[config.mk]
export PLATFORM = sky130hd
export DESIGN_NAME = sacl_addr_split
export DESIGN_NICKNAME = d
export VERILOG_FILES = /design/src/rtl/sacl_pkg.sv /design/src/rtl/sacl_addr_split.sv
export SDC_FILE = /design/constraint.sdc
export NUM_CORES = 1
export LEC_CHECK = 0
export BUFFER_PORTS_ARGS = -buffer_cell sky130_fd_sc_hd__buf_2
export CORE_ASPECT_RATIO = 2
export CORE_MARGIN = 5
export CORE_UTILIZATION = 35
export DETAILED_ROUTE_END_ITERATION = 10
export GPL_ROUTABILITY_DRIVEN = 0
export MAX_ROUTING_LAYER = met4
export SLEW_MARGIN = 20
export SYNTH_ARGS = -nofsm -noshare
export SYNTH_HDL_FRONTEND = slang
export SYNTH_SLANG_ARGS = --single-unit
export TNS_END_PERCENT = 50
[constraint.sdc]
create_clock -name vclk -period 4.4
set_input_delay 0.66 -clock vclk [all_inputs]
set_output_delay 0.66 -clock vclk [all_outputs]
set_load 0.005 [all_outputs]
[src/rtl/sacl_pkg.sv]
// sacl_pkg: shared types and constants of the set-associative tag lookup
// holds the config word layout, mode codes, register indexes and the fsm state type
// no dependencies
package sacl_pkg;

  // address and tag widths of the access word
  localparam int ADDR_W = 32;
  localparam int TAG_W  = 32;

  // configuration port layout
  localparam int CFG_IDX_W  = 3;
  localparam int CFG_DATA_W = 5;

  // configuration register indexes
  localparam logic [CFG_IDX_W-1:0] REG_INDEX_WIDTH  = 3'd0;
  localparam logic [CFG_IDX_W-1:0] REG_OFFSET_WIDTH = 3'd1;
  localparam logic [CFG_IDX_W-1:0] REG_WAYS_LOG2    = 3'd2;
  localparam logic [CFG_IDX_W-1:0] REG_REPL_MODE    = 3'd3;
  localparam logic [CFG_IDX_W-1:0] REG_WRITE_MODE   = 3'd4;

  // replacement modes (code three acts as random)
  localparam logic [1:0] MODE_LRU  = 2'd0;
  localparam logic [1:0] MODE_FIFO = 2'd1;
  localparam logic [1:0] MODE_RAND = 2'd2;

  // write policies
  localparam logic WM_WB = 1'b0;
  localparam logic WM_WT = 1'b1;

  // victim lfsr
  localparam logic [15:0] LFSR_SEED = 16'hACE1;
  localparam logic [15:0] LFSR_TAPS = 16'hB400;

  // configuration registers as one group
  typedef struct packed {
    logic [3:0] index_width;
    logic [4:0] offset_width;
    logic [1:0] ways_log2;
    logic [1:0] repl_mode;
    logic       write_mode;
  } cfg_t;

  // outcome of one lookup, from the update logic to the control
  typedef struct packed {
    logic hit;
    logic wr_en;
    logic lfsr_adv;
  } upd_t;

  typedef enum logic {
    ST_IDLE,
    ST_LOOK
  } state_t;

endpackage

[src/rtl/sacl_addr_split.sv]
// sacl_addr_split: splits a byte address into set index and tag
// uses the configured index and offset widths; depends on sacl_pkg
module sacl_addr_split import sacl_pkg::*; #(
  parameter int SET_LOG2 = 8,
  parameter int SET_AW   = 8
) (
  input  logic [ADDR_W-1:0] address,
  input  cfg_t              cfg,
  output logic [SET_AW-1:0] set_idx,
  output logic [TAG_W-1:0]  tag
);

  logic [3:0]        ib;
  logic [5:0]        tag_shift;
  logic [ADDR_W-1:0] shifted;
  logic [SET_AW-1:0] set_mask;

  // clamp index width to the sets that exist
  assign ib = (cfg.index_width > 4'(SET_LOG2)) ? 4'(SET_LOG2) : cfg.index_width;

  // set index: bits above the offset, masked to ib bits
  always_comb begin
    shifted = address >> cfg.offset_width;
    for (int i = 0; i < SET_AW; i++) begin
      set_mask[i] = (4'(i) < ib);
    end
    set_idx = shifted[SET_AW-1:0] & set_mask;
  end

  // tag: bits above index and offset, zero when none are left
  assign tag_shift = {2'b00, ib} + {1'b0, cfg.offset_width};
  assign tag = (tag_shift < 6'(ADDR_W)) ? TAG_W'(address >> tag_shift) : '0;

endmodule

==> summary.md <==
| Metric | Value |
|---|---|
| Clock buffers | 0 |
| Initial DRT Pass Iterations | 4 |
| Buffers added on ports | 81 |
| Post-synthesis instance area | 3370 sq um |
| Hold buffers post-CTS | 0 |
| Final wirelength | 12,300 um |
| Slew Limit Fails | 0 |
| Crit-path max FO | 35 |
| Category of the most critical setup path | in2out |
| Max Clock Freq | 244 MHz |
| Total grt overflow | 0 |
| Sequential cell count of the final layout | 0 |
| Number of instances in the synthesized netlist | 367 |
| Most area-hungry cell type in the Yosys netlist | mux4_2 |
| Cell Rows | 50 |
| Most frequent cell after synthesis | mux2i_1 |
| Overall die width | 79.4 um |
| Pin count of the biggest net entering global routing | 36 |
| Syn nets | 418 |
| Core outline area | 9380 sq um |
| Sort of element at the start of the critical path | input port |
| Overall Power | 0.803 mW |
| Floorplan die height | 149 um |
| Min Clock Period, post-route | 4.11 ns |
| Fin nets | 487 |
| Die area | 11,800 sq um |
| Area added between synthesis and finish | 13.3% |
| Portion of the clock cycle consumed by the worst path in the final layout | 93.3% |
| Total power per unit cell area | 210 nW/um^2 |
| DRC viols | 0 |
| Syn avg cell area | 9.18 sq um |
| Initial antenna violation count | 0 |
| Type of element capturing the critical path | output port |
| Detailed-route vias per instance | 6.49 |
| Setup total negative slack | 0 ns |
| Syn. warnings | 0 |
| Vias post-DR | 3,493 |
| Slew HR | 35.3% |
| Max-Cap Viols | 0 |
| Static Leak | 1.72 nW |
| Number of top-level pins | 86 |
| Post-DRT Antenna Nets | 0 |
| Run status | finished, final reports clean |
| Top cells by count, synth | mux2i_1 (67), mux4_2 (34), nor2_1 (34) |
| Number of different library cells in the post-synthesis netlist | 60 |
| Diode insertion count for antenna repair | 0 |
| Drt initial violations | 235 |
| Post-CTS Resized | 0 |
| Wire length of the first global-routing pass | 19,400 um |
| Fill count | 969 |
| Critical Path RT | 3.74 ns |
| Initial Utilization | 35.9% |
| Multi-input combinational cell area | 3090 sq um |
| Peak supply drop | 0.0925 mV |
| Vias in the first global route | 3,673 |
| Final HPWL DP | 9990 um |
| Final Setup Violations | 0 |
| Post-CTS Setup Inserts | 0 |
| Tot GR Track Use | 21.0% |
| CP Data Arrival Time | 3.45 ns |
| Sequential area share after synthesis | 0% |
| Register area | 0 sq um |
| Area fraction of the dominant cell type after synthesis | 22.7% |
| WL/cell | 22.9 um |
| Top cells by area, synth | mux4_2 (23%), mux2i_1 (20%), mux4_1 (7.0%) |
| Transition time at the pin with the least slew margin | 0.965 ns |
| Share of final-layout standard cells stronger than drive strength 1 | 35.9% |
| Min-Delay Path Class | in2out |
| RSZ-0062 raised after global routing | false |
| Final number of hold-violating endpoints | 0 |
cell type report:
| class | count | share of cell area (%) |
|---|---|---|
| Inverter | 10 | 0.983 |
| Timing Repair Buffer | 99 | 14.8 |
| Tap cell | 104 | 3.41 |
| Multi-Input combinational cell | 325 | 80.8 |
per-stage QoR:
stage	utilization [%]	instances	hold WS (ns)	instance area (sq um)	setup WS, ns
after floorplan	-	367	1.42	3370	0.644
after global placement	40.7	538	1.67	3820	0.384
after detailed placement	40.7	538	1.68	3820	0.331
after CTS	40.7	538	1.68	3820	0.302
after global routing	40.7	538	1.71	3820	0.111
final	40.7	538	1.68	3820	0.294
layer usage:
| metal | wire (um) | track usage (%) | vias up | share of wire (%) |
|---|---|---|---|---|
| li1 | - | - | 1599 | - |
| met1 | 4340 | 22.4 | 1711 | 35 |
| met2 | 6910 | 39.8 | 148 | 56 |
| met3 | 536 | 1.45 | 35 | 4.4 |
| met4 | 514 | 7.31 | 0 | 4.2 |
| met5 | 0 | - | - | 0 |
worst paths after layout:
kind | slack, ns | startpoint | cells past startpoint | endpoint
max | 0.29 | cfg[13] | 13 | tag[7]
min | 1.68 | cfg[10] | 4 | set_idx[2]
power breakdown:
part / switching (mW) / internal (mW) / leakage [nW]
sequential: 0 / 0 / 0
clock: 0 / 0 / 0
combinational: 0.440 / 0.363 / 1.72
cell usage in the layout (no fill, tap or decap), types with 3 or more instances in the layout:
cell type | netlist | final
mux4_1 | 9 | 9
ha_1 | 4 | 4
mux4_2 | 34 | 34
nor3_1 | 9 | 9
nor2b_1 | 5 | 5
o221ai_1 | 4 | 4
a21oi_1 | 23 | 23
and2_1 | 3 | 3
a221oi_1 | 3 | 3
nand2_1 | 31 | 31
nor2_1 | 34 | 34
buf_4 | 1 | 16
o21a_1 | 3 | 3
buf_2 | 7 | 81
nand3_1 | 11 | 11
inv_1 | 9 | 9
and3_1 | 6 | 6
mux2_2 | 9 | 9
o22ai_1 | 3 | 3
a211oi_1 | 5 | 5
mux2i_1 | 67 | 67
o21ai_0 | 12 | 12
xnor2_1 | 4 | 3
critical path, cell delays in order:
cell	delay, ns
buf_2	0.15
nor2b_2	0.15
ha_1	0.18
inv_1	0.06
fa_1	0.48
xnor2_4	0.20
buf_12	0.23
mux2i_1	0.33
mux2i_1	0.17
mux4_2	0.47
nand2_1	0.12
o21ai_1	0.09
buf_2	0.14
kinds of logic after synthesis:
group,share of synthesized area [%]
muxes,52.7
adders and majority gates,2.08
buffers and inverters,8.65
xor gates and xnor gates,3.75
AOI/OAI and AO/OA,18.6
and+or+nand+nor,14.2
No activity file was read; power rests on OpenSTA's default activity.
